$ cat src/rtl/pressure_frame_oversample_averager_macros.svh
// Assertion macros shared by the averager RTL.
`ifndef PRESSURE_FRAME_OVERSAMPLE_AVERAGER_MACROS_SVH
`define PRESSURE_FRAME_OVERSAMPLE_AVERAGER_MACROS_SVH

`ifndef SYNTHESIS
// same-cycle implication, sampled on clk, off during reset
`define PFOA_ASSERT_IMP(lbl, ante, cons, msg) \
	lbl: assert property (@(posedge clk) disable iff (!arst_n) (ante) |-> (cons)) \
		else $error(msg);
// next-cycle implication
`define PFOA_ASSERT_NXT(lbl, ante, cons, msg) \
	lbl: assert property (@(posedge clk) disable iff (!arst_n) (ante) |=> (cons)) \
		else $error(msg);
`else
`define PFOA_ASSERT_IMP(lbl, ante, cons, msg)
`define PFOA_ASSERT_NXT(lbl, ante, cons, msg)
`endif

`endif

$ cat src/rtl/pfoa_pkg.sv
// Shared types and constants for the pressure frame averager.
package pfoa_pkg;

	localparam int MAX_SAMPLES_DEF = 16;

	localparam int STAT_W  = 2;
	localparam int PRESS_W = 14;
	localparam int TEMP_W  = 11;
	localparam int CFG_W   = 5;
	localparam int FRAME_W = 32;
	localparam int OUT_W   = 32;

	// frame field masks
	localparam logic [7:0] STAT_MASK   = 8'hc0;
	localparam logic [7:0] PRESS_MASK  = 8'h3f;
	localparam logic [7:0] TEMP_LO_MASK = 8'he0;

	typedef enum logic [STAT_W-1:0] {
		STAT_NORMAL = 2'd0,
		STAT_CMD    = 2'd1,
		STAT_STALE  = 2'd2,
		STAT_FAULT  = 2'd3
	} status_t;

	// sequencer to accumulate/divide lane
	typedef struct packed {
		logic clr;       // zero sum and remainder
		logic load;      // take a new operand
		logic add_step;  // one bit of serial add
		logic div_step;  // one quotient bit of restoring divide
	} lane_ctrl_t;

endpackage

$ cat src/rtl/pfoa_lane.sv
// Bit-serial accumulator and restoring divider for one averaged field.
`include "pressure_frame_oversample_averager_macros.svh"

module pfoa_lane #(
	parameter int DW = 14,
	parameter int CW = 5,
	parameter int SW = 19
) (
	input  logic                   clk,
	input  logic                   arst_n,
	input  pfoa_pkg::lane_ctrl_t   ctrl,
	input  logic [DW-1:0]          operand,
	input  logic [CW-1:0]          divisor,
	output logic [DW-1:0]          quotient
);
	import pfoa_pkg::*;

	logic [SW-1:0] sum_q;
	logic [DW-1:0] opnd_q;
	logic          carry_q;
	logic [CW-1:0] rem_q;

	logic [1:0]    bit_sum;
	logic [CW:0]   rem_shift;
	logic [CW:0]   div_ext;
	logic [CW:0]   rem_diff;
	logic          q_bit;

	assign bit_sum   = {1'b0, sum_q[0]} + {1'b0, opnd_q[0]} + {1'b0, carry_q};
	assign rem_shift = {rem_q, sum_q[SW-1]};
	assign div_ext   = {1'b0, divisor};
	assign rem_diff  = rem_shift - div_ext;
	assign q_bit     = (rem_shift >= div_ext);

	// sum rotates LSB first while adding; during divide the quotient
	// shifts in from the bottom as the dividend leaves the top
	always_ff @(posedge clk or negedge arst_n) begin
		if (!arst_n) begin
			sum_q   <= '0;
			opnd_q  <= '0;
			carry_q <= 1'b0;
			rem_q   <= '0;
		end else begin
			if (ctrl.clr) begin
				sum_q <= '0;
				rem_q <= '0;
			end else if (ctrl.add_step) begin
				sum_q   <= {bit_sum[0], sum_q[SW-1:1]};
				opnd_q  <= {1'b0, opnd_q[DW-1:1]};
				carry_q <= bit_sum[1];
			end else if (ctrl.div_step) begin
				sum_q <= {sum_q[SW-2:0], q_bit};
				rem_q <= q_bit ? rem_diff[CW-1:0] : rem_shift[CW-1:0];
			end
			if (ctrl.load) begin
				opnd_q  <= operand;
				carry_q <= 1'b0;
			end
		end
	end

	assign quotient = sum_q[DW-1:0];

	`PFOA_ASSERT_IMP(a_rem_below_div, ctrl.div_step, rem_q < divisor, "lane remainder out of range")
	`PFOA_ASSERT_IMP(a_div_nonzero, ctrl.div_step, divisor != '0, "lane divide by zero")
	`PFOA_ASSERT_IMP(a_ctrl_excl, ctrl.load || ctrl.clr, !ctrl.add_step && !ctrl.div_step,
		"lane load or clear during serial work")

endmodule

$ cat src/rtl/pressure_frame_oversample_averager.sv
// Top level: frame decode, batch sequencer and averaged result output.
//
//  channel | dir | handshake          | payload
//  --------+-----+--------------------+---------------------------------------
//  s_      | in  | s_tvalid/s_tready  | s_tdata: four frame bytes
//  m_      | out | m_tvalid/m_tready  | m_tuser: status; m_tdata: averages
//  cfg_    | in  | cfg_we (no wait)   | cfg_data: num_samples
//
// A frame is taken while idle, then both sums are updated one bit per cycle
// across their SW = 14 + clog2(MAX_SAMPLES+1) bits (19 at the default).
// A frame that fills the batch then runs the bit-serial restoring divide,
// then the result moves to the output register once the output is free.
// A non-normal status skips the serial work and goes straight to the result state.
// arst_n clears control state, counters and sums; num_samples resets to max.
// A held output only stalls the block when the next result is ready to go.
`include "pressure_frame_oversample_averager_macros.svh"

module pressure_frame_oversample_averager #(
	parameter int MAX_SAMPLES = pfoa_pkg::MAX_SAMPLES_DEF
) (
	input  logic                          clk,
	input  logic                          arst_n,
	// frame_byte0 [7:0], frame_byte1 [15:8], frame_byte2 [23:16], frame_byte3 [31:24]
	input  logic [pfoa_pkg::FRAME_W-1:0]  s_tdata,
	input  logic                          s_tvalid,
	output logic                          s_tready,
	// pressure_average [13:0], temperature_average [24:14], zero above
	output logic [pfoa_pkg::OUT_W-1:0]    m_tdata,
	// sensor_status [1:0]
	output logic [pfoa_pkg::STAT_W-1:0]   m_tuser,
	output logic                          m_tvalid,
	input  logic                          m_tready,
	input  logic                          cfg_we,
	input  logic [pfoa_pkg::CFG_W-1:0]    cfg_data
);
	import pfoa_pkg::*;

	localparam int CW    = $clog2(MAX_SAMPLES + 1);  // frame count width
	localparam int SW    = PRESS_W + CW;             // sum width, both lanes
	localparam int STEPW = $clog2(SW);
	localparam int PADW  = OUT_W - PRESS_W - TEMP_W;

	typedef enum logic [1:0] {
		ST_IDLE,
		ST_ADD,
		ST_DIV,
		ST_RES
	} state_t;

	state_t              state_q;
	logic [STEPW-1:0]    step_q;
	logic [CW-1:0]       cnt_q;      // frames in current batch
	logic [CW-1:0]       num_q;      // num_samples
	logic                done_q;     // batch full after this add
	status_t             stat_q;
	logic [PRESS_W-1:0]  press_avg_q;
	logic [TEMP_W-1:0]   temp_avg_q;
	logic [STAT_W-1:0]   m_stat_q;
	logic                m_valid_q;

	// frame decode
	logic [7:0]          b0, b1, b2, b3;
	status_t             frm_stat;
	logic [PRESS_W-1:0]  frm_press;
	logic [TEMP_W-1:0]   frm_temp;
	logic                acc;
	logic                acc_normal;
	logic                out_free;
	logic                last_step;
	logic [CW-1:0]       cnt_inc;
	logic                cfg_ok;
	lane_ctrl_t          ctrl;
	logic [PRESS_W-1:0]  press_quo;
	logic [TEMP_W-1:0]   temp_quo;

	assign b0 = s_tdata[7:0];
	assign b1 = s_tdata[15:8];
	assign b2 = s_tdata[23:16];
	assign b3 = s_tdata[31:24];

	assign frm_stat  = status_t'(b0[7:6] & STAT_MASK[7:6]);
	assign frm_press = {b0[5:0] & PRESS_MASK[5:0], b1};
	// temperature: byte 2, then the top three bits of byte 3
	assign frm_temp  = {b2, b3[7:5] & TEMP_LO_MASK[7:5]};

	assign s_tready   = (state_q == ST_IDLE);
	assign acc        = s_tvalid && s_tready;
	assign acc_normal = acc && (frm_stat == STAT_NORMAL);
	assign out_free   = !m_valid_q || m_tready;
	assign last_step  = (step_q == STEPW'(SW - 1));
	assign cnt_inc    = CW'(cnt_q + 1'b1);

	// out-of-range writes store the maximum
	assign cfg_ok = (cfg_data != '0) && (int'(cfg_data) <= MAX_SAMPLES);

	always_comb begin
		ctrl          = '0;
		ctrl.load     = acc_normal;
		ctrl.clr      = (acc && !acc_normal) || (state_q == ST_RES && out_free);
		ctrl.add_step = (state_q == ST_ADD);
		ctrl.div_step = (state_q == ST_DIV);
	end

	pfoa_lane #(.DW(PRESS_W), .CW(CW), .SW(SW)) u_press (
		.clk      (clk),
		.arst_n   (arst_n),
		.ctrl     (ctrl),
		.operand  (frm_press),
		.divisor  (cnt_q),
		.quotient (press_quo)
	);

	pfoa_lane #(.DW(TEMP_W), .CW(CW), .SW(SW)) u_temp (
		.clk      (clk),
		.arst_n   (arst_n),
		.ctrl     (ctrl),
		.operand  (frm_temp),
		.divisor  (cnt_q),
		.quotient (temp_quo)
	);

	always_ff @(posedge clk or negedge arst_n) begin
		if (!arst_n) begin
			state_q   <= ST_IDLE;
			step_q    <= '0;
			cnt_q     <= '0;
			num_q     <= CW'(MAX_SAMPLES);
			done_q    <= 1'b0;
			stat_q    <= STAT_NORMAL;
			m_valid_q <= 1'b0;
			m_stat_q  <= '0;
		end else begin
			if (cfg_we) begin
				num_q <= cfg_ok ? CW'(cfg_data) : CW'(MAX_SAMPLES);
			end
			// a new result may replace the one leaving in the same cycle
			if (state_q == ST_RES && out_free) begin
				m_valid_q <= 1'b1;
			end else if (m_tready) begin
				m_valid_q <= 1'b0;
			end
			case (state_q)
				ST_IDLE: begin
					if (acc_normal) begin
						cnt_q   <= cnt_inc;
						done_q  <= (cnt_inc >= num_q);
						stat_q  <= STAT_NORMAL;
						step_q  <= '0;
						state_q <= ST_ADD;
					end else if (acc) begin
						// non-normal status drops the batch
						cnt_q   <= '0;
						stat_q  <= frm_stat;
						state_q <= ST_RES;
					end
				end
				ST_ADD: begin
					if (last_step) begin
						step_q  <= '0;
						state_q <= done_q ? ST_DIV : ST_IDLE;
					end else begin
						step_q <= STEPW'(step_q + 1'b1);
					end
				end
				ST_DIV: begin
					if (last_step) begin
						step_q  <= '0;
						state_q <= ST_RES;
					end else begin
						step_q <= STEPW'(step_q + 1'b1);
					end
				end
				ST_RES: begin
					if (out_free) begin
						m_stat_q  <= stat_q;
						cnt_q     <= '0;
						state_q   <= ST_IDLE;
					end
				end
				default: begin
					state_q <= ST_IDLE;
				end
			endcase
		end
	end

	// result payload, no reset needed
	always_ff @(posedge clk) begin
		if (state_q == ST_RES && out_free) begin
			press_avg_q <= (stat_q == STAT_NORMAL) ? press_quo : '0;
			temp_avg_q  <= (stat_q == STAT_NORMAL) ? temp_quo : '0;
		end
	end

	assign m_tvalid = m_valid_q;
	assign m_tuser  = m_stat_q;
	assign m_tdata  = {{PADW{1'b0}}, temp_avg_q, press_avg_q};

	`PFOA_ASSERT_IMP(a_cnt_max, state_q != ST_IDLE || cnt_q != '0, cnt_q <= CW'(MAX_SAMPLES),
		"frame count above maximum")
	`PFOA_ASSERT_NXT(a_fault_clears, acc && !acc_normal, state_q == ST_RES && cnt_q == '0,
		"non-normal frame did not drop the batch")
	`PFOA_ASSERT_NXT(a_res_out, state_q == ST_RES && out_free,
		m_tvalid && state_q == ST_IDLE && cnt_q == '0, "result not moved to output")

endmodule

$ cat config.mk
export PLATFORM = sky130hd
export DESIGN_NAME = pressure_frame_oversample_averager
export DESIGN_NICKNAME = d
export VERILOG_FILES = /design/src/rtl/pfoa_pkg.sv /design/src/rtl/pfoa_lane.sv /design/src/rtl/pressure_frame_oversample_averager.sv
export VERILOG_INCLUDE_DIRS = /design/src /design/src/rtl
export SDC_FILE = /design/constraint.sdc
export NUM_CORES = 1
export LEC_CHECK = 0
export BUFFER_PORTS_ARGS = -buffer_cell sky130_fd_sc_hd__buf_4
export CELL_PAD_IN_SITES_DETAIL_PLACEMENT = 1
export CELL_PAD_IN_SITES_GLOBAL_PLACEMENT = 1
export CORE_UTILIZATION = 45
export DETAILED_ROUTE_END_ITERATION = 16
export PLACE_DENSITY_LB_ADDON = 0.3
export SLEW_MARGIN = 15
export SYNTH_ARGS = -nofsm -noshare
export SYNTH_HDL_FRONTEND = slang
export SYNTH_SLANG_ARGS = --single-unit
$ cat constraint.sdc
create_clock -name clk -period 5.8 [get_ports clk]
set_input_delay 0.58 -clock clk [delete_from_list [all_inputs] [get_ports clk]]
set_output_delay 0.58 -clock clk [all_outputs]
set_load 0.02 [all_outputs]
==> results.json, run 1 <==
{
  "clk_latency_ns": 0.42,
  "syn_to_final_growth_pct": 18.5,
  "r2r_setup_slack_ns": 2.87,
  "syn_area_per_cell_um2": 10.8,
  "route.met3.wl_um": 400,
  "synth_top_flop_cell": "dfrtp_1",
  "cap_violations": 0,
  "cts_resized": 0,
  "core_um2": 13200,
  "post_drt_wl_per_cell_um": 16.5,
  "period_share": 0.505,
  "h-tree-depth": 4,
  "seq_area_frac_synth": 0.523,
  "dpl-instance-area_um2": 6730,
  "synth-simple-area-share": 0.127,
  "clock-skew-final_ns": 0.00872,
  "cts_buffers": 17,
  "synth-seq-cells": 123,
  "ys_warn_count": 0,
  "path_max_fanout": 54,
  "path_clk_slew_ns": 0.05,
  "grt_remaining_overflow": 0,
  "synth-compound-area-share": 0.118,
  "post-cts-setup-buffers": 0,
  "cpMaxStageDelayCell": "and4bb_2",
  "worst_r2r_endpoint": "step_q[4]",
  "path_delay_family": "simple AND/OR/NAND/NOR gates",
  "clock-sinks": 123,
  "leakagePower_uw": 0.00329,
  "dp_cells": 784,
  "final_nets": 698,
  "synth_cell_types": 52,
  "rsz0062_at_grt": "no",
  "yosys.area_share.adder": 0.0641,
  "synth_top_family_by_area": "simple AND/OR/NAND/NOR gates",
  "grt_pass1_wl_mm": 22.9,
  "drv_slew": 0,
  "crit_path_start": "state_q[0]",
  "finalHoldViolations": 0,
  "seq_area_um2": 3200,
  "cts_buffer_depth": 2,
  "cts_root_buf": "clkbuf_16",
  "status": "finished, final reports clean",
  "stdcell_area_um2": 7260,
  "routed_wirelength_mm": 13.5,
  "r2r_cells": 6,
  "fp-row-count": 42,
  "fin_crit_ns": 2.93,
  "highest_layer": "met4",
  "layout_commonest_cell": "dfrtp_1",
  "worstPathRequired_ns": 6.11,
  "die_area_um2": 14100,
  "tns_ns": 0,
  "die_h_um": 119,
  "gp_congestion": 0.736,
  "postCtsHoldBufs": 0,
  "tightest_slew_ns": 1.03,
  "startpoint_type": "register",
  "crit_buf_inv": 1,
  "die_x_um": 119,
  "ir_drop_uv": 257,
  "initial_core_util": 0.463,
  "final_cell_mix": "dfrtp_1 (97), nand2_1 (89), o21ai_1 (76)",
  "antenna_cells": 0,
  "layoutNonFillerInstCount": 816,
  "synth_area_um2": 6130,
  "hp-class": "input port to asynchronous set/reset pin",
  "endpoint_kind": "register",
  "met2WireLength_mm": 6.88,
  "multi_input_area_um2": 2700,
  "hpwlAfterDp_mm": 8.93,
  "crit_arrival_ns": 3.24,
  "synth_edf_count": 25,
  "cpPeakStageDelay_ns": 0.97,
  "synth-async-reset-ratio": 0.797,
  "antenna_found_initial": 0,
  "synthCells": 565,
  "worstSetupPathType": "register to register",
  "grt_max_degree": 56,
  "power_density_nw_per_um2": 511,
  "drtPass1Iterations": 4,
  "drc": 0,
  "fin_hold_ws_ns": 0.165,
  "crit_chain": "inv_1 -> ha_1 -> and4bb_2 -> a21oi_1 -> or2_1 -> o31ai_1",
  "postRouteAntennaNets": 0,
  "num_io_pins": 78,
  "cts_tree": "yes",
  "grt_use_total": 0.209,
  "num_vias": 4353,
  "port_buffers": 65,
  "grt_pass1_vias": 4599,
  "synth-xor-area-share": 0.0129,
  "finalSetupViolations": 0,
  "r2r-start": "state_q[0]",
  "drive_gt1_frac": 0.170,
  "met1_length_mm": 6.01,
  "drt_iter0_drc": 105,
  "viasPerCell": 5.33,
  "nFillCells": 1451,
  "clock.fmax_mhz": 341,
  "relSlewSlack": 0.311,
  "synthMuxAreaShare": 0.113
}
kinds of logic (layout without fill, tap and decap cells):
kind of cell | Yosys count | count (layout)
AND/OR/NAND/NOR | 162 | 162
multiplexers | 69 | 69
XOR/XNOR | 9 | 9
buffers and inverters | 54 | 123
AO/OA/AOI/OAI | 118 | 118
adder cells (fa/ha/maj) | 29 | 29
flip-flops | 123 | 123
other | 1 | 7
area by class of cell:
| cell class | instances | area share |
|---|---|---|
| Clock buffer | 17 | 0.0586 |
| Clock inverter | 15 | 0.0150 |
| Sequential cell | 123 | 0.441 |
| Multi-Input combinational cell | 394 | 0.372 |
| Tap cell | 176 | 0.0303 |
| Inverter | 21 | 0.0109 |
| Timing Repair Buffer | 70 | 0.0724 |
power breakdown:
group | leakage [uW] | internal [uW] | switching, uW
Clock | 0.000247 | 576 | 380
Combinational | 0.00149 | 579 | 906
Sequential | 0.00155 | 1120 | 153
Total | 0.00329 | 2270 | 1440
worst max path at each step:
stage,end,slack [ns],cells after the start
after CTS,step_q[4],2.86,6
after floorplan,u_press.rem_q[0],3.75,7
final,step_q[4],2.87,6
after global routing,step_q[4],2.64,6
after detailed placement,step_q[4],2.95,6
after global placement,step_q[4],3.07,6
flip-flops by register name, indices dropped and copies added (netlist names):
name / flops
u_temp.rem_q: 5
m_tuser: 2
press_avg_q: 14
stat_q: 2
u_press.opnd_q: 14
temp_avg_q: 11
step_q: 5
m_tvalid: 1
state_q: 2
u_temp.carry_q: 1
u_press.carry_q: 1
cnt_q: 5
u_temp.opnd_q: 11
done_q: 1
u_temp.sum_q: 19
num_q: 5
u_press.rem_q: 5
u_press.sum_q: 19
stage by stage:
step	util	total power [uW]	setup slack (ns)
floorplan	-	2380	3.75
global placement	0.508	2690	3.07
detailed placement	0.508	2770	2.95
CTS	0.548	3750	2.86
global route	0.548	3970	2.64
finish	0.548	3710	2.87
cells in the mapped netlist (3+ instances only):
master	instances	area, um2
dfrtp_1	97	2430
nand2_1	89	334
o21ai_1	76	380
mux2i_1	65	651
and2_1	25	156
edfxtp_1	25	751
ha_1	25	313
inv_1	20	75.1
clkbuf_1	16	60.1
nor2_1	11	41.3
buf_4	10	75.1
nand3_1	9	45.0
a21oi_1	7	35.0
nand3b_1	7	52.6
nor3_1	7	35.0
o21ai_0	6	30.0
xnor2_1	6	52.6
buf_2	5	25.0
a21o_1	4	30.0
a221o_1	4	40.0
fa_1	4	80.1
a211oi_1	3	22.5
a22o_1	3	26.3
nand2b_1	3	18.8
xor2_1	3	26.3
layer usage:
metal	up-vias	global-route usage
met5	-	0
met4	0	0.0712
met3	14	0.0502
met2	72	0.354
met1	2179	0.262
li1	2088	-
Note: power is estimated with default switching activity, not from simulation.
==> inputs of run 2 (changes only) <==
- clock period: 5.8 -> 2.79 ns (I/O delays scaled with it)
==> results.json, run 2 (same netlist as run 1, synthesis figures left out) <==
{
  "whs_path_depth": 3,
  "layout_commonest_cell": "dfrtp_1",
  "path_max_fanout": 14,
  "clock-sinks": 123,
  "worst_r2r_endpoint": "u_temp.rem_q[0]",
  "r2r-start": "state_q[0]",
  "num_vias": 4365,
  "grt_remaining_overflow": 0,
  "syn_to_final_growth_pct": 19.6,
  "p_total_uw": 7850,
  "postRouteAntennaNets": 0,
  "clock.fmax_mhz": 412,
  "cts_tree": "yes",
  "clk_latency_ns": 0.42,
  "rsz0062_at_grt": "no",
  "grt_pass1_vias": 4686,
  "h-tree-depth": 4,
  "worstSetupPathType": "register to register",
  "cts_buffers": 17,
  "stdcell_area_um2": 7330,
  "grt_max_degree": 59,
  "cts_buffer_depth": 2,
  "grt_use_total": 0.207,
  "crit_arrival_ns": 2.78,
  "routed_wirelength_mm": 13.4,
  "antenna_found_initial": 0,
  "startpoint_type": "register",
  "core_um2": 13200,
  "status": "finished, final reports clean",
  "num_io_pins": 78,
  "worstPathRequired_ns": 3.14,
  "post-cts-setup-buffers": 0,
  "cts_root_buf": "clkbuf_16",
  "final_cell_mix": "dfrtp_1 (97), nand2_1 (89), o21ai_1 (76)",
  "hpwlAfterDp_mm": 8.90,
  "r2r_cells": 7,
  "viasPerCell": 5.32,
  "nFillCells": 1410,
  "cap_violations": 0,
  "final_nets": 702,
  "post_drt_wl_per_cell_um": 16.4,
  "fin_crit_ns": 2.43,
  "relSlewSlack": 0.562,
  "antenna_cells": 0,
  "leakagePower_uw": 0.00333,
  "r2r_setup_slack_ns": 0.36,
  "fp-row-count": 42,
  "ir_drop_uv": 642,
  "min_to": "u_press.opnd_q[13]",
  "drc": 0,
  "die_area_um2": 14100,
  "clock-skew-final_ns": 0.0101,
  "drv_slew": 0,
  "period_share": 0.870,
  "tns_ns": 0,
  "drt_iter0_drc": 119,
  "die_x_um": 119,
  "fin_hold_ws_ns": 0.0595,
  "die_h_um": 119,
  "multi_input_area_um2": 2700,
  "finalSetupViolations": 0,
  "hp-class": "input port to register",
  "drive_gt1_frac": 0.179,
  "port_buffers": 65,
  "power_density_nw_per_um2": 1070,
  "seq_area_um2": 3200,
  "initial_core_util": 0.463,
  "endpoint_kind": "register",
  "finalHoldViolations": 0,
  "tightest_slew_ns": 0.656,
  "drtPass1Iterations": 4,
  "top_regs": "u_press.sum_q (19), u_temp.sum_q (19)",
  "path_clk_slew_ns": 0.05,
  "grt_pass1_wl_mm": 22.9,
  "gp_congestion": 0.765,
  "min_from": "s_tdata[5]",
  "dpl-instance-area_um2": 6760
}
[run 2: changes by cell type in the layout (fill, tap and decap cells not counted)]
cell | before | now
bufinv_16 | 1 | 2
inv_6 | 0 | 2
clkbuf_1 | 0 | 3
buf_12 | 0 | 1
dlygate4sd3_1 | 0 | 1
buf_4 | 70 | 72
clkinv_4 | 2 | 0
clkinvlp_4 | 4 | 3
clkinv_2 | 1 | 4
clkinv_1 | 7 | 1
[run 2: area by class of cell]
| type | instances | area share |
|---|---|---|
| multi-input combinational | 394 | 0.368 |
| tap | 176 | 0.0300 |
| sequential | 123 | 0.437 |
| clock inverter | 12 | 0.0169 |
| clock buffer | 20 | 0.0595 |
| inverter | 21 | 0.0107 |
| timing repair buffer | 74 | 0.0778 |
[run 2: layer usage]
layer	part of all wire	global-route usage	vias up	wire [um]
met1	0.44	0.254	2185	5950
met4	0.016	0.0870	0	216
met3	0.032	0.0545	15	430
met2	0.51	0.343	78	6820
met5	0	0	-	0
li1	-	-	2087	-
[run 2: worst max path at each step]
stage	start	endpoint	slack, ns	cells after the start
2_1_floorplan	cnt_q[2]	u_press.rem_q[0]	0.74	7
3_3_place_gp	state_q[0]	u_temp.rem_q[1]	0.54	7
3_5_place_dp	state_q[0]	u_temp.rem_q[1]	0.38	7
4_1_cts	state_q[0]	u_temp.rem_q[1]	0.34	7
5_1_grt	state_q[0]	u_temp.rem_q[1]	0.18	7
6_report	state_q[0]	u_temp.rem_q[0]	0.36	7
[run 2: through the flow]
step / setup slack [ns] / cells / utilization
2_1_floorplan: 0.738 / 571 / -
3_3_place_gp: 0.543 / 787 / 0.511
3_5_place_dp: 0.383 / 787 / 0.511
4_1_cts: 0.336 / 820 / 0.554
5_1_grt: 0.185 / 820 / 0.554
6_report: 0.361 / 820 / 0.554
[run 2: power by group]
group | switching (uW) | internal, uW | leakage (uW)
registers | 308 | 2320 | 0.00155
clock network | 795 | 1310 | 0.000268
logic | 1890 | 1220 | 0.00151
[run 2: timing repair]
action / in CTS / in global routing
hold buffers: 1 / 0
endpoints found under the hold margin: 40 / 0
gates resized for setup: 0 / 0
setup endpoints to repair: 0 / 0
[run 2: worst max-delay path: stages, from the launching register on]
cell and delay, ns:
dfrtp_1 0.41, inv_1 0.13, ha_1 0.32, nand2_1 0.19, a2bb2oi_2 0.36, nand3b_1 0.49, nor3_1 0.32, a221o_1 0.14
